File: config.mk
export PLATFORM = sky130hd
export DESIGN_NAME = swse_mul
export DESIGN_NICKNAME = d
export VERILOG_FILES = /design/src/hw/rtl/sliding_window_slope_estimator_unit_assert.svh /design/src/hw/rtl/swse_pkg.sv /design/src/hw/rtl/swse_mul.sv
export SDC_FILE = /design/constraint.sdc
export NUM_CORES = 2
export LEC_CHECK = 0
export BUFFER_PORTS_ARGS = -buffer_cell sky130_fd_sc_hd__clkbuf_2
export CAP_MARGIN = 20
export CORE_MARGIN = 2
export CORE_UTILIZATION = 65
export DETAILED_ROUTE_END_ITERATION = 10
export GPL_TIMING_DRIVEN = 0
export PLACE_DENSITY = 0.85
export SETUP_SLACK_MARGIN = 0.4
export SLEW_MARGIN = 20
export SYNTH_ARGS = -nofsm -noshare
export SYNTH_HDL_FRONTEND = slang
export SYNTH_SLANG_ARGS = --single-unit
export TNS_END_PERCENT = 20
File: constraint.sdc
create_clock -name clk_i -period 13.8 [get_ports clk_i]
set_clock_uncertainty 0.2 [all_clocks]
set_input_delay 1.38 -clock clk_i [delete_from_list [all_inputs] [get_ports clk_i]]
set_output_delay 1.38 -clock clk_i [all_outputs]
set_load 0.005 [all_outputs]
File: src/hw/rtl/sliding_window_slope_estimator_unit_assert.svh
// Assertion macros for the slope estimator.
// Both expect clk_i and rst_ni in the scope where they are used.
`ifndef SLIDING_WINDOW_SLOPE_ESTIMATOR_UNIT_ASSERT_SVH
`define SLIDING_WINDOW_SLOPE_ESTIMATOR_UNIT_ASSERT_SVH
`ifndef NO_ASSERTIONS
// Same-cycle implication
`define SWSE_ASSERT(lbl, ante, cons) \
  lbl: assert property (@(posedge clk_i) disable iff (!rst_ni) (ante) |-> (cons)) \
    else $error("swse assertion failed");
// Next-cycle implication
`define SWSE_ASSERT_NXT(lbl, ante, cons) \
  lbl: assert property (@(posedge clk_i) disable iff (!rst_ni) (ante) |=> (cons)) \
    else $error("swse assertion failed");
`else
`define SWSE_ASSERT(lbl, ante, cons)
`define SWSE_ASSERT_NXT(lbl, ante, cons)
`endif
`endif

File: src/hw/rtl/swse_pkg.sv
`default_nettype none
package swse_pkg;

  // Field widths
  localparam int TickW   = 32;
  localparam int AltW    = 16;
  localparam int HgtW    = 17;
  localparam int SlopeW  = 32;
  localparam int FracW   = 16;

  // Default window length
  localparam int WindowDef = 16;

  // Shared multiplier: signed operands, full product
  localparam int MulW  = 34;
  localparam int ProdW = 2 * MulW;

  // Configuration port
  localparam int ApbAddrW = 3;
  localparam int ApbDataW = 32;
  localparam logic RegGroundAltitude = 1'b0;

  // Saturation limits
  localparam logic [SlopeW-1:0] SlopeMax = 32'h7FFF_FFFF;
  localparam logic [SlopeW-1:0] SlopeMin = 32'h8000_0000;

  // Operand pair for the shared multiplier
  typedef struct packed {
    logic signed [MulW-1:0] a;
    logic signed [MulW-1:0] b;
  } mul_req_t;

  // Divider status toward the sequencer
  typedef struct packed {
    logic              done;
    logic              ovf;
    logic [SlopeW-1:0] quot;
  } div_res_t;

endpackage
`default_nettype wire

File: src/hw/rtl/swse_mul.sv
`default_nettype none
module swse_mul (
  input  wire logic                             clk_i,
  input  wire swse_pkg::mul_req_t               req_i,
  output logic signed [swse_pkg::ProdW-1:0]     prod_o
);
  import swse_pkg::*;

  logic signed [ProdW-1:0] prod_q;

  // One signed multiply, product registered
  always_ff @(posedge clk_i) begin
    prod_q <= ProdW'(req_i.a) * ProdW'(req_i.b);
  end

  assign prod_o = prod_q;

endmodule
`default_nettype wire

==> metrics.md <==
| Metric | Value |
|---|---|
| Status | complete, no violations |
| Initial Utilization | 65.56% |
| WHS | 1173 ps |
| Synth area leaders | fa_1 (58%), inv_1 (11%), and2_1 (9.0%) |
| Root buffer cell | clkbuf_16 |
| Via/cell ratio | 6.072 |
| Port Buf Inserts | 130 |
| Final setup fails | 0 |
| Synthesized area per cell | 9.448 um2 |
| Setup TNS | 0 ps |
| Tightest Pin Transition | 1317 ps |
| Synthesized instance count | between 4000 and 5000 |
| Max Root-Sink Buffers | 2 |
| Aggregate global-route resource usage | 50.30% |
| Period utilization | 82.06% |
| Crit Path Max Fanout | 10 |
| Total die area | slightly below 70000 um2 |
| Post-CTS setup buffer count | 0 |
| Top Ports | between 100 and 150 |
| Gp weighted congestion | about 1.1 |
| Most area-hungry cell type in the Yosys netlist | fa_1 |
| Clock transition at the registers of the reported paths | around 80 ps |
| Top cells by count, synth | fa_1 (1241), inv_1 (1231), and2_1 (621) |
| Share of layout cells above drive strength 1 | around 4.4% |
| DP HPWL | 133700 um |
| Synthesized flop and latch total | 68 |
| Grt ovf | 0 |
| Fmax | 0.08831 GHz |
| Chip Height | 261.3 um |
| Compound-gate portion of the synthesized area | 3.347% |
| Synth cell types | slightly below 70 |
| Die width | between 200 and 300 um |
| Register area share after synthesis | 3.164% |
| Post-CTS Hold Buffers | 0 |
| Syn nets | a little over 6000 |
| CP Capture Type | register |
| Largest family of logic cells by synthesized area | adder cells |
| Final hold violations | 0 |
| Mux share of post-synthesis cell area | 0% |
| CP required | 13890 ps |
| Post-synth EDFFs | 0 |
| Violation count after the first detailed-routing iteration | 4073 |
| FF/Latch Area | 1361 um2 |
| Rows | 94 |
| Most common cell in the synthesized netlist | fa_1 |
| Crit path DAT | 11410 ps |
| First-pass GRT wire length | 237500 um |
| Post-route DRC violation count | 0 |
| Vias in the first global route | 36570 |
| Yosys warnings | 0 |
| Share of synthesized registers carrying an async set or reset | 0% |
| Multi-input gate area | 36150 um2 |
| Synth Area in Adders | between 60 and 70% |
| DRT Pass-1 Iters | 8 |
| Crit Path Category | in -> reg |
| Nets | 6212 |
| Post-DP Area | around 45000 um2 |
| Initial antenna violation count | 27 |
| Routed vias | 33980 |
| Xor and xnor area share after synthesis | around 1.6% |
| Post-Syn Area | 43030 um2 |
| Simple-Gate Fraction of Synth Area | between 15 and 20% |
| Top cell type's share of synthesized area | 57.74% |
| Post_cts resized | 0 |
| Largest net degree at the start of global routing | 18 |
| Drt wl/cell | ~29 um |
| Htree depth | 3 |
| Slew Limit Fails | 0 |
| Max reg flops | 68 |
| Min Clock Period, post-route | 11320 ps |
| CTS tree | done |
| MaxCap Viol Count | 0 |
| CTS buffer count | 9 |
| Fin area | around 45000 um2 |
| Post-route ant nets | 0 |
| Clk sinks | 68 |
| Startpoint Class | input port |
| Detailed Route WL | 162600 um |
| Slew margin rel. | 12.20% |
| Fill cell count | roughly 5100 |
| Top FF cell, synth | dfxtp_1 |
| RSZ-0062 raised after global routing | no |
| Core area | 65630 um2 |
| Min-Delay Path Class | in -> reg |
| Synth-to-layout area growth | 5.071% |
==> layout make-up <==
class | count | share of cell area [%]
multi-input cells | 3026 | 79.96
inverters | 1232 | 10.23
flip-flops and latches | 68 | 3.011
well taps | 864 | 2.391
plain buffers | 228 | 2.026
repair buffers | 133 | 1.542
clock buffers | 9 | 0.4982
clock inverters | 7 | 0.1854
diodes | 29 | 0.1605
==> worst paths after layout <==
path	depth (start not counted)	end	slack (ps)	startpoint
max	24	prod_o[67]$_DFF_P_	2480	req_i[55]
min	2	prod_o[0]$_DFF_P_	1170	req_i[34]
==> layer usage <==
metal | routed length [um] | GRT usage (%)
met5 | 176 | 0
met4 | 17040 | 40.31
met3 | 22400 | 19.39
met2 | 68950 | 72.78
met1 | 54080 | 60.35
==> placed cells by master (no fill, tap or decap), drive strengths merged, types with 2 or more instances in the layout <==
master,instances
diode,29
o41ai,6
nand3,11
a211o,3
a211oi,7
a221oi,4
or2,4
a21bo,2
o21ai,41
nand2b,20
inv,1234
a31oi,10
nor3,5
and3,8
o21bai,12
nor2b,9
nand2,542
a21o,37
o31ai,2
xnor2,56
xor2,23
a21oi,63
ha,204
clkinv,3
o211ai,3
and2,623
nor2,56
a311oi,2
o21a,4
nand4,11
dfxtp,68
buf,12
or3,2
and4,2
fa,1241
o221ai,2
a2111o,2
clkbuf,356
==> stage by stage <==
| stage | setup WS, ps | instances | utilization (%) |
|---|---|---|---|
| after floorplan | 4730 | 4554 | - |
| after global placement | 2661 | 5548 | 68.20 |
| after detailed placement | 2711 | 5549 | 68.25 |
| after CTS | 3123 | 5565 | 68.72 |
| after global routing | 2373 | 5569 | 68.78 |
| final | 2476 | 5596 | 68.89 |
==> worst max-delay path: stages <==
cell      delay [ps]
clkbuf_2         440
clkbuf_1        1010
nand2_1          200
fa_1             600
fa_1             910
inv_1            130
fa_1             510
inv_1             60
fa_1             490
fa_1             520
inv_1             60
fa_1             550
fa_1             430
fa_1             590
ha_1             330
clkbuf_1         370
nand4_1          220
nor4_1           670
a211oi_2         390
o21ai_4          490
a31oi_2          250
o21ai_0          480
a21oi_1          160
xnor2_1          140
==> cells by family after synthesis <==
| kind of cell | count (synthesis) |
|---|---|
| buffers and inverters | 1460 |
| adder cells (fa/ha/maj) | 1445 |
| AND/OR/NAND/NOR | 1296 |
| AO/OA/AOI/OAI | 206 |
| XOR/XNOR | 79 |
| flip-flops | 68 |
Power is not shown: default switching activity piles up to over one toggle a cycle in this logic, so the estimate is an artifact.
