File: src/hw/rtl/sliding_window_slope_estimator_unit_assert.svh
// Assertion macros for the slope estimator.
// Both expect clk_i and rst_ni in the scope where they are used.
`ifndef SLIDING_WINDOW_SLOPE_ESTIMATOR_UNIT_ASSERT_SVH
`define SLIDING_WINDOW_SLOPE_ESTIMATOR_UNIT_ASSERT_SVH
`ifndef NO_ASSERTIONS
// Same-cycle implication
`define SWSE_ASSERT(lbl, ante, cons) \
  lbl: assert property (@(posedge clk_i) disable iff (!rst_ni) (ante) |-> (cons)) \
    else $error("swse assertion failed");
// Next-cycle implication
`define SWSE_ASSERT_NXT(lbl, ante, cons) \
  lbl: assert property (@(posedge clk_i) disable iff (!rst_ni) (ante) |=> (cons)) \
    else $error("swse assertion failed");
`else
`define SWSE_ASSERT(lbl, ante, cons)
`define SWSE_ASSERT_NXT(lbl, ante, cons)
`endif
`endif

File: src/hw/rtl/swse_pkg.sv
`default_nettype none
package swse_pkg;

  // Field widths
  localparam int TickW   = 32;
  localparam int AltW    = 16;
  localparam int HgtW    = 17;
  localparam int SlopeW  = 32;
  localparam int FracW   = 16;

  // Default window length
  localparam int WindowDef = 16;

  // Shared multiplier: signed operands, full product
  localparam int MulW  = 34;
  localparam int ProdW = 2 * MulW;

  // Configuration port
  localparam int ApbAddrW = 3;
  localparam int ApbDataW = 32;
  localparam logic RegGroundAltitude = 1'b0;

  // Saturation limits
  localparam logic [SlopeW-1:0] SlopeMax = 32'h7FFF_FFFF;
  localparam logic [SlopeW-1:0] SlopeMin = 32'h8000_0000;

  // Operand pair for the shared multiplier
  typedef struct packed {
    logic signed [MulW-1:0] a;
    logic signed [MulW-1:0] b;
  } mul_req_t;

  // Divider status toward the sequencer
  typedef struct packed {
    logic              done;
    logic              ovf;
    logic [SlopeW-1:0] quot;
  } div_res_t;

endpackage
`default_nettype wire

File: src/hw/rtl/swse_ring.sv
`default_nettype none
module swse_ring #(
  parameter int WINDOW = swse_pkg::WindowDef
) (
  input  wire logic                           clk_i,
  input  wire logic                           rst_ni,
  input  wire logic                           wr_en_i,
  input  wire logic [$clog2(WINDOW)-1:0]      wr_addr_i,
  input  wire logic [swse_pkg::TickW-1:0]     wr_tick_i,
  input  wire logic signed [swse_pkg::HgtW-1:0] wr_hgt_i,
  input  wire logic                           rd_en_i,
  input  wire logic [$clog2(WINDOW)-1:0]      rd_addr_i,
  output logic      [swse_pkg::TickW-1:0]     rd_tick_o,
  output logic signed [swse_pkg::HgtW-1:0]    rd_hgt_o
);
  import swse_pkg::*;

  logic [TickW-1:0]        tick_mem [WINDOW];
  logic signed [HgtW-1:0]  hgt_mem  [WINDOW];
  logic [WINDOW-1:0]       valid_q;
  logic [TickW-1:0]        tick_rd_q;
  logic signed [HgtW-1:0]  hgt_rd_q;
  logic                    vld_rd_q;

  // Entry storage, registered read
  always_ff @(posedge clk_i) begin
    if (wr_en_i) begin
      tick_mem[wr_addr_i] <= wr_tick_i;
      hgt_mem[wr_addr_i]  <= wr_hgt_i;
    end
    if (rd_en_i) begin
      tick_rd_q <= tick_mem[rd_addr_i];
      hgt_rd_q  <= hgt_mem[rd_addr_i];
    end
  end

  // Valid bits: an unwritten entry reads as zero
  always_ff @(posedge clk_i or negedge rst_ni) begin
    if (!rst_ni) begin
      valid_q  <= '0;
      vld_rd_q <= 1'b0;
    end else begin
      if (wr_en_i) begin
        valid_q[wr_addr_i] <= 1'b1;
      end
      if (rd_en_i) begin
        vld_rd_q <= valid_q[rd_addr_i];
      end
    end
  end

  assign rd_tick_o = vld_rd_q ? tick_rd_q : '0;
  assign rd_hgt_o  = vld_rd_q ? hgt_rd_q : '0;

endmodule
`default_nettype wire

File: config.mk
export PLATFORM = sky130hd
export DESIGN_NAME = swse_ring
export DESIGN_NICKNAME = d
export VERILOG_FILES = /design/src/hw/rtl/sliding_window_slope_estimator_unit_assert.svh /design/src/hw/rtl/swse_pkg.sv /design/src/hw/rtl/swse_ring.sv
export SDC_FILE = /design/constraint.sdc
export NUM_CORES = 1
export LEC_CHECK = 0
export BUFFER_PORTS_ARGS = -buffer_cell sky130_fd_sc_hd__buf_4
export CAP_MARGIN = 20
export CORE_MARGIN = 5
export CORE_UTILIZATION = 65
export CTS_BUF_LIST = sky130_fd_sc_hd__clkbuf_4
export CTS_CLUSTER_DIAMETER = 150
export CTS_CLUSTER_SIZE = 12
export DETAILED_ROUTE_END_ITERATION = 10
export GPL_ROUTABILITY_DRIVEN = 0
export GPL_TIMING_DRIVEN = 0
export PLACE_DENSITY = 0.88
export SLEW_MARGIN = 20
export SYNTH_ARGS = -nofsm -noshare
export SYNTH_HDL_FRONTEND = slang
export SYNTH_SLANG_ARGS = --single-unit
export TNS_END_PERCENT = 20
File: constraint.sdc
create_clock -name clk_i -period 3.5 [get_ports clk_i]
set_input_delay 0 -clock clk_i [delete_from_list [all_inputs] [get_ports clk_i]]
set_output_delay 0 -clock clk_i [all_outputs]
set_load 0.03 [all_outputs]
==> metrics.yaml <==
status:
  status: "complete, no violations"
cts:
  cts_root_buf: "clkbuf_4"
  numCtsBuffers: 80
  clkTransAtPathRegs_ns: 0.12
  clock-sinks: 850
  cts_tree: "built"
  cts_resized: 0
  htreeDepth: 3
  insertion_delay_ns: 0.89
  cts_setup_buffers: 0
  clockBufferDepth: 3
route:
  vias: 15700
  avgViaCountPerCell: 6.83
  ant_nets: 0
  routed_wl_um: 77100
  remaining_drc_errors: 0
  dr.first_iter.drc_count: 2339
  wl_per_cell_um: 33.6
  dr.pass1.iters: 5
yosys:
  netlist_area_sq_mm: 0.0323
  syn_inst: 1252
  synth.top_cells.by_area: "edfxtp_1 (77%), mux4_2 (12%), mux4_1 (5.9%)"
  synth_top_area_cell: "edfxtp_1"
  yosysWarnings: 0
  ys_seq_area_frac: 0.788
  synthDistinctLibCells: 22
  synth_seq_cells: 850
  synth.avg_cell_area_sq_um: 25.8
  synth_nets: 1313
  synthDominantCellAreaShare: 0.775
hold_path:
  hold_end: "hgt_rd_q[2]"
  hp-start: "rd_addr_i[3]"
  holdPathStages: 3
  hp-class: "in2reg"
critical_path:
  crit_fanout: 19
  cp_cell_sequence: "dlygate4sd3_1, buf_4, or3b_2, dlygate4sd3_1, nor2_4, buf_12, buf_16"
  r2r_end: "tick_rd_q[31]"
  critPathKind: "in2reg"
  crit_buf_inv: 5
  crit_slowest_cell: "dlygate4sd3_1"
  regToRegStartpoint: "tick_mem[15][31]"
  rrSetupSlack_ns: 1.77
  critPathTopFamily: "buffers and inverters"
  r2r_cells: 2
  cpMostUsedCell: "dlygate4sd3_1"
  startpoint_type: "input port"
  worstSetupEndpointType: "flip-flop"
  arrival_ns: 3.18
  required_ns: 4.06
  max_stage_delay_ns: 0.73
sta:
  rsz0062_at_grt: "no"
  finalHoldViolCount: 0
  max-slew-margin-rel: 0.284
  fmax_mhz: 382
  finalSetupViolations: 0
  setup_tns_ns: 0
  period_share: 0.748
  period_needed_ns: 2.62
  worst-slew-pin-transition_ns: 1.07
  slew_violations: 0
  skew_ns: 0.0382
  whs_ns: 0.0685
global_routing:
  gr-usage-all-layers: 0.291
  antenna_found_initial: 1
  grt_pass1_vias: 16400
  grt_max_degree: 51
  overflow: 0
  grt_first_pass_wirelength_um: 111000
die:
  die_height_um: 233
  fp.dieW_um: 233
  initial_utilization: 0.658
  die_area_sq_mm: 0.0542
  num_rows: 81
  core_sq_mm: 0.0491
  ios: 110
pwr:
  vdd_ir_drop_max_v: 0.000229
  leakagePower_nw: 12.0
  p_total_mw: 17.6
  powerDensity_mw_per_mm2: 476
finish:
  syn_to_final_growth_pct: 14.6
  final_nets: 1673
  drive_gt1_frac: 0.318
  utilization: 0.754
placed_design:
  dpl.hpwl_um: 49400
  port_buffers: 105
run:
  drv_cap: 0
[kinds of logic (layout without fill, tap and decap cells)]
kind of cell	count (synthesis)	count (layout)	share of synthesized area
multiplexers	253	253	0.184
flip-flops	850	850	0.788
buffers and inverters	61	442	0.0124
AND/OR/NAND/NOR	88	88	0.0160
other	0	1	0
[cell usage in the layout, fill, tap and decap left out, types with 3 or more instances in the layout]
cell and count:
mux2i_1 3, buf_12 14, or2_2 16, nor3_2 3
buf_1 3, buf_16 21, nor2_4 12, mux4_1 72
dlygate4sd3_1 112, clkbuf_1 17, mux4_2 177, dfrtp_1 17
and2_1 49, edfxtp_1 833, buf_8 3, buf_6 20
buf_4 130, buf_2 18, clkbuf_4 101
[state kept, by name, summed over array words and instances (netlist names)]
name and cells:
hgt_rd_q 17, hgt_mem 272, vld_rd_q 1, tick_rd_q 32, tick_mem 512, valid_q 16
[metal layers]
| metal | vias up | part of all wire | GRT usage |
|---|---|---|---|
| met3 | 171 | 0.10 | 0.0547 |
| li1 | 6169 | - | - |
| met1 | 8164 | 0.35 | 0.401 |
| met5 | - | 0 | 0 |
| met2 | 1199 | 0.51 | 0.484 |
| met4 | 0 | 0.031 | 0.100 |
[final cells by class]
type,instances,area [sq um]
antenna,1,2.50
buffer,61,399
clock buffer,100,751
clock inverter,3,11.3
fill,2466,12100
multi-input combinational,341,6560
sequential,850,25400
tap,664,831
timing repair buffer,278,3000
[worst max path at each step]
| stage | startpoint | to | cells past startpoint |
|---|---|---|---|
| after global routing | wr_addr_i[2] | tick_mem[3][1] | 7 |
| after floorplan | wr_addr_i[3] | hgt_mem[4][0] | 2 |
| final | wr_addr_i[2] | hgt_mem[3][10] | 7 |
| after global placement | wr_addr_i[2] | valid_q[8] | 4 |
| after detailed placement | wr_addr_i[3] | hgt_mem[4][10] | 8 |
| after CTS | wr_addr_i[2] | tick_mem[3][1] | 7 |
[cells in the mapped netlist]
| library cell | instances |
|---|---|
| buf_12 | 1 |
| nand3b_1 | 2 |
| buf_4 | 8 |
| mux4_2 | 177 |
| clkbuf_1 | 17 |
| clkbuf_4 | 1 |
| buf_2 | 18 |
| nor2_1 | 12 |
| nor3_1 | 4 |
| mux2_4 | 1 |
| dfrtp_1 | 17 |
| mux2i_1 | 3 |
| nand2_1 | 1 |
| buf_1 | 3 |
| nand2b_1 | 2 |
| or3b_2 | 1 |
| or2_2 | 16 |
| nand3_1 | 1 |
| mux4_1 | 72 |
| edfxtp_1 | 833 |
| buf_6 | 13 |
| and2_1 | 49 |
[metrics by stage]
stage | worst slack [ns] | instance area (sq um) | std cells
3_5_place_dp | 0.796 | 35100 | 2082
5_1_grt | 0.911 | 37000 | 2298
4_1_cts | 0.966 | 37000 | 2297
6_report | 0.880 | 37000 | 2298
3_3_place_gp | -5.12 | 33900 | 2021
2_1_floorplan | -0.603 | 32300 | 1252
[worst reg2reg max path: stages (launching register included)]
cell and delay [ns]:
edfxtp_1 0.44, mux4_2 0.54, mux4_2 0.51
[power breakdown]
group | switching (mW) | internal, mW
logic | 1.05 | 0.792
registers | 0.0968 | 11.5
clock network | 2.92 | 1.30
total | 4.07 | 13.6
[timing repair]
item                                    in CTS  in global routing
hold buffers                               112                  0
hold endpoints to repair                  1088                  0
endpoints found under the setup margin       0                  0
Power figures use the tool's default switching activity.
