[src/hw/rtl/sliding_window_slope_estimator_unit_assert.svh]
// Assertion macros for the slope estimator.
// Both expect clk_i and rst_ni in the scope where they are used.
`ifndef SLIDING_WINDOW_SLOPE_ESTIMATOR_UNIT_ASSERT_SVH
`define SLIDING_WINDOW_SLOPE_ESTIMATOR_UNIT_ASSERT_SVH
`ifndef NO_ASSERTIONS
// Same-cycle implication
`define SWSE_ASSERT(lbl, ante, cons) \
  lbl: assert property (@(posedge clk_i) disable iff (!rst_ni) (ante) |-> (cons)) \
    else $error("swse assertion failed");
// Next-cycle implication
`define SWSE_ASSERT_NXT(lbl, ante, cons) \
  lbl: assert property (@(posedge clk_i) disable iff (!rst_ni) (ante) |=> (cons)) \
    else $error("swse assertion failed");
`else
`define SWSE_ASSERT(lbl, ante, cons)
`define SWSE_ASSERT_NXT(lbl, ante, cons)
`endif
`endif

[src/hw/rtl/swse_pkg.sv]
`default_nettype none
package swse_pkg;

  // Field widths
  localparam int TickW   = 32;
  localparam int AltW    = 16;
  localparam int HgtW    = 17;
  localparam int SlopeW  = 32;
  localparam int FracW   = 16;

  // Default window length
  localparam int WindowDef = 16;

  // Shared multiplier: signed operands, full product
  localparam int MulW  = 34;
  localparam int ProdW = 2 * MulW;

  // Configuration port
  localparam int ApbAddrW = 3;
  localparam int ApbDataW = 32;
  localparam logic RegGroundAltitude = 1'b0;

  // Saturation limits
  localparam logic [SlopeW-1:0] SlopeMax = 32'h7FFF_FFFF;
  localparam logic [SlopeW-1:0] SlopeMin = 32'h8000_0000;

  // Operand pair for the shared multiplier
  typedef struct packed {
    logic signed [MulW-1:0] a;
    logic signed [MulW-1:0] b;
  } mul_req_t;

  // Divider status toward the sequencer
  typedef struct packed {
    logic              done;
    logic              ovf;
    logic [SlopeW-1:0] quot;
  } div_res_t;

endpackage
`default_nettype wire

[src/hw/rtl/swse_div.sv]
`default_nettype none
module swse_div #(
  parameter int NW = 80,
  parameter int DW = 73
) (
  input  wire logic          clk_i,
  input  wire logic          rst_ni,
  input  wire logic          start_i,
  input  wire logic [NW-1:0] dividend_i,
  input  wire logic [DW-1:0] divisor_i,
  output swse_pkg::div_res_t res_o
);
  import swse_pkg::*;

  localparam int CntW = $clog2(NW + 1);

  logic              busy_q;
  logic              done_q;
  logic [CntW-1:0]   cnt_q;
  logic [NW-1:0]     dvd_q;
  logic [DW-1:0]     den_q;
  logic [DW-1:0]     rem_q;
  logic [SlopeW-1:0] quo_q;
  logic              ovf_q;
  logic [DW:0]       rem_sh;
  logic              ge;

  // One restoring step per cycle
  assign rem_sh = {rem_q, dvd_q[NW-1]};
  assign ge     = rem_sh >= {1'b0, den_q};

  always_ff @(posedge clk_i or negedge rst_ni) begin
    if (!rst_ni) begin
      busy_q <= 1'b0;
      done_q <= 1'b0;
      cnt_q  <= '0;
      dvd_q  <= '0;
      den_q  <= '0;
      rem_q  <= '0;
      quo_q  <= '0;
      ovf_q  <= 1'b0;
    end else begin
      done_q <= 1'b0;
      if (start_i) begin
        busy_q <= 1'b1;
        cnt_q  <= CntW'(NW);
        dvd_q  <= dividend_i;
        den_q  <= divisor_i;
        rem_q  <= '0;
        quo_q  <= '0;
        ovf_q  <= 1'b0;
      end else if (busy_q) begin
        rem_q <= ge ? DW'(rem_sh - {1'b0, den_q}) : rem_sh[DW-1:0];
        quo_q <= {quo_q[SlopeW-2:0], ge};
        ovf_q <= ovf_q | quo_q[SlopeW-1];
        dvd_q <= dvd_q << 1;
        cnt_q <= cnt_q - 1'b1;
        if (cnt_q == CntW'(1)) begin
          busy_q <= 1'b0;
          done_q <= 1'b1;
        end
      end
    end
  end

  assign res_o.done = done_q;
  assign res_o.ovf  = ovf_q;
  assign res_o.quot = quo_q;

endmodule
`default_nettype wire
[config.mk]
export PLATFORM = sky130hd
export DESIGN_NAME = swse_div
export DESIGN_NICKNAME = d
export VERILOG_FILES = /design/src/hw/rtl/sliding_window_slope_estimator_unit_assert.svh /design/src/hw/rtl/swse_pkg.sv /design/src/hw/rtl/swse_div.sv
export SDC_FILE = /design/constraint.sdc
export NUM_CORES = 1
export LEC_CHECK = 0
export CAP_MARGIN = 5
export CORE_MARGIN = 10
export CORE_UTILIZATION = 37
export CTS_BUF_LIST = sky130_fd_sc_hd__clkbuf_16
export CTS_CLUSTER_DIAMETER = 100
export CTS_CLUSTER_SIZE = 16
export DETAILED_ROUTE_END_ITERATION = 7
export DONT_BUFFER_PORTS = 1
export HOLD_SLACK_MARGIN = 0.03
export PLACE_DENSITY = 0.54
export SLEW_MARGIN = 20
export SYNTH_ARGS = -nofsm -noshare
export SYNTH_HDL_FRONTEND = slang
export SYNTH_SLANG_ARGS = --single-unit
[constraint.sdc]
create_clock -name clk_i -period 5.1 [get_ports clk_i]
set_input_delay 0 -clock clk_i [delete_from_list [all_inputs] [get_ports clk_i]]
set_output_delay 0 -clock clk_i [all_outputs]
set_load 0.03 [all_outputs]
==> results of run 1 <==
==> synthesized netlist by cell type (9+ instances only) <==
cell	n	share of area
dfrtp_1	268	0.41
nand2_1	257	0.059
o21ai_0	214	0.066
nor2_1	183	0.042
a21oi_1	132	0.041
mux2i_1	126	0.078
inv_1	100	0.023
clkbuf_1	99	0.023
ha_1	75	0.058
a211oi_1	63	0.029
xor2_1	37	0.020
xnor2_1	36	0.019
nor3_1	28	0.0086
nand4_1	27	0.010
a21o_1	21	0.0097
nand3_1	21	0.0065
and3_1	16	0.0062
o21bai_1	16	0.0074
o211ai_1	11	0.0051
o22ai_1	11	0.0042
buf_1	10	0.0023
nand2b_1	10	0.0038
a311oi_1	9	0.0048
==> registers in the layout (all words and copies together) (netlist names) <==
| signal | cells |
|---|---|
| dvd_q | 80 |
| den_q | 73 |
| rem_q | 73 |
| quo_q | 32 |
| cnt_q | 7 |
| busy_q | 1 |
| done_q | 1 |
| ovf_q | 1 |
==> layout make-up <==
type | instances | area [µm²]
Timing Repair Buffer | 260 | 2650
Antenna cell | 7 | 17.5
Fill cell | 4165 | 23600
Tap cell | 585 | 732
Sequential cell | 268 | 6710
Clock buffer | 20 | 500
Inverter | 100 | 375
Clock inverter | 4 | 42.5
Multi-Input combinational cell | 1405 | 8690
==> per-layer routing <==
metal  part of all wire  routed length [µm]
met1               0.47               22200
met2               0.46               21800
met3              0.053                2490
met4              0.015                 722
met5            0.00034                  16
==> kinds of logic (layout without fill, tap and decap cells) <==
group | count (synthesis) | after routing | synth area share
flops | 268 | 268 | 0.412
other cells | 0 | 7 | 0
compound gates | 551 | 551 | 0.204
fa+ha+maj | 76 | 76 | 0.0589
mux | 127 | 127 | 0.0782
xor+xnor | 73 | 73 | 0.0393
buf+inv | 223 | 384 | 0.0541
simple gates | 578 | 578 | 0.153
==> repair_timing <==
action | in CTS | in global routing
hold buffers | 253 | 1
hold endpoints to repair | 533 | 338
resized for setup | 0 | 0
==> per-stage QoR <==
step / hold WS [ns] / instance area, µm² / util
after detailed placement: -0.275 / 16600 / 0.383
final: -0.831 / 19700 / 0.456
after CTS: -0.874 / 19700 / 0.454
after floorplan: -0.296 / 16300 / -
after global placement: -0.277 / 16600 / 0.383
after global routing: -0.864 / 19700 / 0.456
==> final timing paths <==
check | startpoint | end | slack [ns] | cells after the start
setup / recovery | rem_q[64]$_DFFE_PN0P_ | rem_q[67]$_DFFE_PN0P_ | 0.57 | 12
hold / removal | rst_ni | den_q[21]$_DFFE_PN0P_ | -0.83 | 0
setup reg to reg | rem_q[64]$_DFFE_PN0P_ | rem_q[67]$_DFFE_PN0P_ | 0.57 | 12
hold reg to reg | cnt_q[6]$_DFFE_PN0P_ | cnt_q[6]$_DFFE_PN0P_ | 0.52 | 2
max in group asynchronous | rst_ni | quo_q[18]$_DFFE_PN0P_ | 5.57 | 0
min in group clk_i | start_i | quo_q[31]$_DFFE_PN0P_ | 0.10 | 2
==> power breakdown <==
part | total [mW] | leakage [nW] | internal, mW | switching [mW]
registers | 2.66 | 3.42 | 2.43 | 0.232
logic | 3.73 | 5.92 | 1.53 | 2.20
clock network | 1.51 | 0.272 | 0.710 | 0.796
total | 7.90 | 9.62 | 4.67 | 3.23
==> placed cells by master, fill, tap and decap left out, types with 7 or more instances in the layout <==
master and n:
dfrtp_1 267, nand2_1 257, dlygate4sd3_1 253, o21ai_0 214
nor2_1 183, a21oi_1 132, mux2i_1 126, inv_1 102
ha_1 75, a211oi_1 63, xor2_1 37, xnor2_1 36
nand4_1 27, nor3_1 27, a21o_1 21, nand3_1 21
clkbuf_16 20, o21bai_1 16, and3_1 16, o211ai_1 11
o22ai_1 11, nand2b_1 10, a311oi_1 9, a31oi_1 8
diode_2 7, a21boi_0 7, o31ai_1 7
==> flow_metrics.tcl, run 1 <==
set metrics [dict create \
    status "finished, violations left" \
    violations "hold timing" \
    io_pins 190 \
    crit_path_start_kind "register" \
    tightest_slew_ns 1.06 \
    cts-root-buf "clkbuf_16" \
    place.gp.congestion 0.869 \
    vias_per_cell 5.36 \
    synth_seq_area_share 0.412 \
    drt_drc_violations_left 0 \
    finalCritPeriodShare 0.888 \
    rsz0062_at_grt "false" \
    drv_slew 0 \
    grt_antenna_before_repair 7 \
    cts_max_path_buffers 3 \
    slew_headroom 0.275 \
    crit_buf_inv 1 \
    ys_types 67 \
    grt_pass1_wl_um 77500 \
    path_clk_slew_ns 0.08 \
    synth-edff-count 0 \
    ant_nets 0 \
    grt_use_met1 0.238 \
    hpwl_um 29800 \
    nets 2287 \
    rows 76 \
    layout.cells.non_filler 2649 \
    routedWlPerCell_um 17.9 \
    cts_tree "done" \
    syn_area_um2 16300 \
    post-cts-setup-buffer-count 0 \
    setup_ws_ns 0.571 \
    drv_cap 0 \
    die_area_um2 52800 \
    slowest_stage "dlygate4sd3_1" \
    synthCells 1896 \
    cp.required_ns 5.60 \
    grt_pass1_vias 14400 \
    synthFlopType "dfrtp_1" \
    firstDrtPassIters 5 \
    fin_crit_ns 4.53 \
    cp_slowest_stage_delay_ns 0.56 \
    worstSetupPathType "reg -> reg" \
    fin_skew_ns 0.0361 \
    tns_ns 0 \
    track_usage 0.174 \
    cp.arrival_ns 5.03 \
    numClockSinks 268 \
    synth_nets 2128 \
    synthArstFlopShare 1.00 \
    whs_ns -0.831 \
    cp_top_family "simple AND/OR/NAND/NOR gates" \
    setup_viol 0 \
    top_usage_layer "met2" \
    grt_overflow 0 \
    crit_fanout 11 \
    cts.htree.levels 1 \
    drt_iter0_drc 903 \
    initial_utilization 0.376 \
    place_worst_setup_slack_ns 1.14 \
    ir_worst_vdd_uv 248 \
    ys.warnings.count 0 \
    drt-total-wl_um 47300 \
    area_growth_syn_to_layout_pct 21.2 \
    synth-seq-cells 268 \
    vias 14200 \
    p_per_area_nw_per_um2 400 \
    fmax_mhz 221 \
    coreArea_um2 43300 \
    power_leakage_nw 9.62 \
    port-buffer-count 0 \
    postSynthAreaPerCell_um2 8.58 \
    drive_gt1_frac 0.0185 \
    dieWidth_um 230 \
    place_inst 2363 \
    finalPower_mw 7.90 \
    holdCritPathClass "in -> async" \
    use_met2 0.285 \
    hold_viol_final 268 \
    grt_max_degree 318 \
    insertion_delay_ns 0.56 \
    grtUsageMet3 0.0340 \
    cts_buffers 20 \
    fp.dieH_um 230 \
    crit_chain "ha_1 > nand3_1 > nor3_1 > and3_1 > nor3b_1 > nand3_1 > a2111oi_4 > or3_1 > nand3_4 > or3_1 > o21ai_1 > dlygate4sd3_1" \
    endpoint_kind "register" \
]
(Power assumes the default switching activity.)
==> inputs of run 2 (changes only) <==
PLACE_DENSITY = 0.59   (was 0.54)
RECOVER_POWER = 25   (was unset)
REMOVE_ABC_BUFFERS = 1   (was unset)
==> flow_metrics.tcl, run 2 (synthesized netlist as in run 1, its figures left out) <==
set metrics [dict create \
    cp_slowest_stage_delay_ns 0.70 \
    cts_resized 0 \
    use_met2 0.280 \
    finalCritPeriodShare 0.809 \
    port-buffer-count 0 \
    cts_buffers 20 \
    holdCritPathClass "in -> async" \
    grt_antenna_before_repair 9 \
    p_per_area_nw_per_um2 396 \
    drv_slew 0 \
    fin_skew_ns 0.0194 \
    rows 76 \
    grtUsageMet3 0.0371 \
    ir_worst_vdd_uv 230 \
    r2r_cells 12 \
    place_worst_setup_slack_ns 1.34 \
    drt_drc_violations_left 0 \
    cp.required_ns 5.52 \
    vias_per_cell 5.32 \
    whs_ns -0.846 \
    coreArea_um2 43300 \
    cts_tree "done" \
    ant_nets 0 \
    area_growth_syn_to_layout_pct 22.2 \
    hold_viol_final 268 \
    drive_gt1_frac 0.0207 \
    grt_pass1_wl_um 76300 \
    seqPwrFrac 0.338 \
    drt-total-wl_um 46400 \
    firstDrtPassIters 7 \
    track_usage 0.171 \
    cts_max_path_buffers 3 \
    drt_iter0_drc 850 \
    place.gp.congestion 0.899 \
    p_sw_frac 0.406 \
    violations "hold timing" \
    die_area_um2 52800 \
    final_common_cell "dlygate4sd3_1" \
    tightest_slew_ns 0.991 \
    internal-power_mw 4.68 \
    insertion_delay_ns 0.54 \
    grt_pass1_vias 14500 \
    cts.htree.levels 1 \
    regMostFlops "dvd_q" \
    routedWlPerCell_um 17.4 \
    crit_path_start_kind "register" \
    vias 14200 \
    fin_crit_ns 4.12 \
    hpwl_um 30100 \
    top_usage_layer "met2" \
    largestRegisters "dvd_q: 80 flops, den_q: 73 flops, rem_q: 73 flops" \
    fmax_mhz 242 \
    drv_cap 0 \
    grt_use_met1 0.226 \
    initial_utilization 0.376 \
    clkPwrFrac 0.187 \
    crit_chain "ha_1 > a21oi_1 > o21ai_0 > a211oi_1 > nor3_1 > nor3_1 > o21ai_0 > xnor2_1 > nor2_1 > a21oi_1 > a211oi_1 > dlygate4sd3_1" \
    cp.arrival_ns 4.55 \
    io_pins 190 \
    tns_ns 0 \
    combPwrFrac 0.475 \
    path_clk_slew_ns 0.08 \
    power_switching_mw 3.19 \
    setup_viol 0 \
    setup_ws_ns 0.975 \
    crit_fanout 9 \
    cts-root-buf "clkbuf_16" \
    status "finished, violations left" \
    rsz0062_at_grt "false" \
    endpoint_kind "register" \
    final_cell_mix "dlygate4sd3_1 (269), dfrtp_1 (267), nand2_1 (257), o21ai_0 (214), nor2_1 (183)" \
    largest_reg_flops 80 \
    grt_overflow 0 \
    nets 2308 \
    slew_headroom 0.339 \
    dieWidth_um 230 \
    fp.dieH_um 230 \
    grt_max_degree 299 \
    slowest_stage "o21ai_0" \
    numClockSinks 268 \
    worstSetupPathType "reg -> reg" \
    power_leakage_nw 9.59 \
]
## run 2: power by group through the flow
stage / sequential [mW] / clock [mW] / combinational (mW)
2_1_floorplan: 2.72 / 0 / 3.37
3_3_place_gp: 2.68 / 0 / 3.45
3_5_place_dp: 2.69 / 0 / 3.45
4_1_cts: 2.66 / 1.54 / 3.71
5_1_grt: 2.70 / 1.61 / 4.19
6_report: 2.66 / 1.48 / 3.74
## run 2: final cells by class
| type | instances | area, µm² |
|---|---|---|
| fillers | 4237 | 23400 |
| multi-input cells | 1405 | 8690 |
| flip-flops and latches | 268 | 6710 |
| repair buffers | 281 | 2820 |
| well taps | 585 | 732 |
| clock buffers | 20 | 500 |
| inverters | 100 | 375 |
| clock inverters | 4 | 28.8 |
| diodes | 8 | 20.0 |
## run 2: repair_timing
| item | in CTS | in global routing |
|---|---|---|
| buffers inserted | 0 | 0 |
| hold buffers | 269 | 1 |
| endpoints found under the hold margin | 533 | 269 |
## run 2: worst paths after layout
check / to / start / slack [ns]
max: rem_q[53]$_DFFE_PN0P_ / rem_q[15]$_DFFE_PN0P_ / 0.98
min reg2reg: den_q[0]$_DFFE_PN0P_ / den_q[0]$_DFFE_PN0P_ / 0.51
min in group clk_i: quo_q[2]$_DFFE_PN0P_ / start_i / 0.08
min: dvd_q[16]$_DFFE_PN0P_ / rst_ni / -0.85
max in group asynchronous: rem_q[18]$_DFFE_PN0P_ / rst_ni / 5.19
max reg2reg: rem_q[53]$_DFFE_PN0P_ / rem_q[15]$_DFFE_PN0P_ / 0.98
## run 2: through the flow
stage                     instance area [µm²]  power, mW   util  instances
after floorplan                         15800       6.09      -       1773
after detailed placement                16600       6.15  0.383       2368
after global routing                    19900       8.50  0.459       2671
after CTS                               19800       7.91  0.458       2661
after global placement                  16600       6.13  0.383       2368
final                                   19900       7.87  0.459       2671
## run 2: routing by layer
metal	routed length, µm	part of all wire
met5	13	0.00028
met3	2700	0.058
met1	21000	0.45
met4	913	0.020
met2	21800	0.47
## run 2: worst max-delay path, delay by kind of cell (launching register included)
family | cells | cell delay (ns)
AOI/OAI and AO/OA | 6 | 1.50
and+or+nand+nor | 3 | 0.82
adders and majority gates | 1 | 0.49
xor gates and xnor gates | 1 | 0.19
DFF | 1 | 0.40
buffers and inverters | 1 | 0.60
==> inputs of run 3 (changes only) <==
clock period = 3.8 ns   (was 5.1 ns; I/O delays follow)
==> flow_metrics.tcl, run 3 (synthesized netlist as in run 1, its figures left out) <==
set metrics [dict create \
    hpwl_um 29900 \
    io_pins 190 \
    port-buffer-count 0 \
    reg2reg_from "rem_q[9]$_DFFE_PN0P_" \
    crit_path_start_kind "register" \
    fin_crit_ns 3.63 \
    r2r_cells 11 \
    drive_gt1_frac 0.0334 \
    fmax_mhz 276 \
    coreArea_um2 43300 \
    drt-total-wl_um 47700 \
    utilization 0.477 \
    grt_max_degree 269 \
    dieWidth_um 230 \
    grt_pass1_vias 15000 \
    cts.htree.levels 1 \
    slew_headroom 0.274 \
    regMostFlops "dvd_q" \
    endpoint_kind "register" \
    whs_ns -0.843 \
    final_common_cell "dlygate4sd3_1" \
    combPwrFrac 0.487 \
    cp.required_ns 4.28 \
    worstReg2RegEnd "quo_q[0]$_DFFE_PN0P_" \
    cts_tree "done" \
    ant_nets 0 \
    grt_antenna_before_repair 2 \
    violations "hold timing" \
    postCtsHoldBufs 324 \
    place.gp.congestion 0.894 \
    nets 2386 \
    status "finished, violations left" \
    cts-root-buf "clkbuf_16" \
    rsz0062_at_grt "true" \
    numClockSinks 268 \
    power_switching_mw 4.37 \
    drv_cap 0 \
    vias_per_cell 5.26 \
    drv_slew 0 \
    drt_drc_violations_left 0 \
    crit_fanout 41 \
    track_usage 0.176 \
    die_area_um2 52800 \
    crit_end "quo_q[0]$_DFFE_PN0P_" \
    regToRegSetupSlack_ns 0.17 \
    hold_viol_final 268 \
    insertion_delay_ns 0.54 \
    fillerInstances 4100 \
    seqPwrFrac 0.328 \
    setup_viol 0 \
    grt_pass1_wl_um 78800 \
    final_cell_mix "dlygate4sd3_1 (323), dfrtp_1 (267), nand2_1 (257), o21ai_0 (214), nor2_1 (183)" \
    p_sw_frac 0.402 \
    holdCritPathClass "in -> async" \
    path_clk_slew_ns 0.07 \
    grt_overflow 0 \
    routedWlPerCell_um 17.4 \
    area_growth_syn_to_layout_pct 26.8 \
    ir_worst_vdd_uv 348 \
    largestRegisters "dvd_q: 80 flops, den_q: 73 flops, rem_q: 73 flops" \
    crit_start "rem_q[9]$_DFFE_PN0P_" \
    drt_iter0_drc 867 \
    cts_buffers 20 \
    cts_max_path_buffers 3 \
    clkPwrFrac 0.184 \
    p_per_area_nw_per_um2 527 \
    multi_input_area_um2 8710 \
    vias 14400 \
    regArea_um2 6710 \
    cp.arrival_ns 4.11 \
    finalCritPeriodShare 0.955 \
    rows 76 \
    firstDrtPassIters 5 \
    fin_skew_ns 0.0104 \
    worstSetupPathType "reg -> reg" \
    fp.dieH_um 230 \
    internal-power_mw 6.50 \
    tightest_slew_ns 1.09 \
    power_leakage_nw 9.93 \
    initial_utilization 0.376 \
    largest_reg_flops 80 \
]
[run 3: worst min-delay path by stage]
stage / from / endpoint / cells after the start
floorplan: rst_ni / busy_q$_DFF_PN0_ / 0
global placement: rst_ni / dvd_q[18]$_DFFE_PN0P_ / 0
detailed placement: rst_ni / dvd_q[18]$_DFFE_PN0P_ / 0
CTS: rst_ni / dvd_q[18]$_DFFE_PN0P_ / 0
global route: rst_ni / dvd_q[10]$_DFFE_PN0P_ / 0
finish: rst_ni / dvd_q[10]$_DFFE_PN0P_ / 0
[run 3: routing by layer]
layer / wire [µm] / GRT usage / part of all wire
met1: 22100 / 0.235 / 0.46
met4: 779 / 0.0319 / 0.016
met5: 0 / 0 / 0
met2: 22300 / 0.295 / 0.47
met3: 2520 / 0.0335 / 0.053
[run 3: worst max-delay path, stage by stage (launching register included)]
cell and delay [ns]:
dfrtp_1 0.40, ha_1 0.41, nand4_1 0.17, or4_1 0.54
a21oi_2 0.16, o21bai_1 0.08, a31o_1 0.26, a2111oi_4 0.38
nor3_2 0.12, buf_12 0.20, a211oi_1 0.25, dlygate4sd3_1 0.58
[run 3: stage by stage]
step / std cells / setup TNS, ns / area (µm²) / power (mW) / setup slack (ns)
floorplan: 1773 / -539.93 / 15800 / 7.20 / -4.99
global placement: 2392 / 0 / 16800 / 8.39 / 0.257
detailed placement: 2392 / 0 / 16800 / 8.45 / 0.215
CTS: 2740 / 0 / 20600 / 10.9 / 0.151
global route: 2743 / -0.142 / 20600 / 11.7 / -0.0777
finish: 2744 / 0 / 20600 / 10.9 / 0.172
[run 3: what timing repair did]
item,in CTS,in global routing
endpoints found under the setup margin,0,28
setup buffers,0,1
endpoints found under the hold margin,533,268
gates resized for setup,0,6
[run 3: cell type report]
class / count / share of cell area
Antenna cell: 3 / 0.000364
Clock buffer: 20 / 0.0243
Clock inverter: 4 / 0.00140
Inverter: 100 / 0.0182
Multi-Input combinational cell: 1405 / 0.422
Sequential cell: 268 / 0.325
Tap cell: 585 / 0.0355
Timing Repair Buffer: 359 / 0.173
[run 3: power groups by stage]
stage,clock network (mW),logic (mW),registers [mW]
global route,2.18,5.89,3.62
CTS,2.07,5.22,3.56
finish,2.00,5.30,3.57
global placement,0,4.79,3.60
floorplan,0,3.64,3.56
detailed placement,0,4.83,3.62
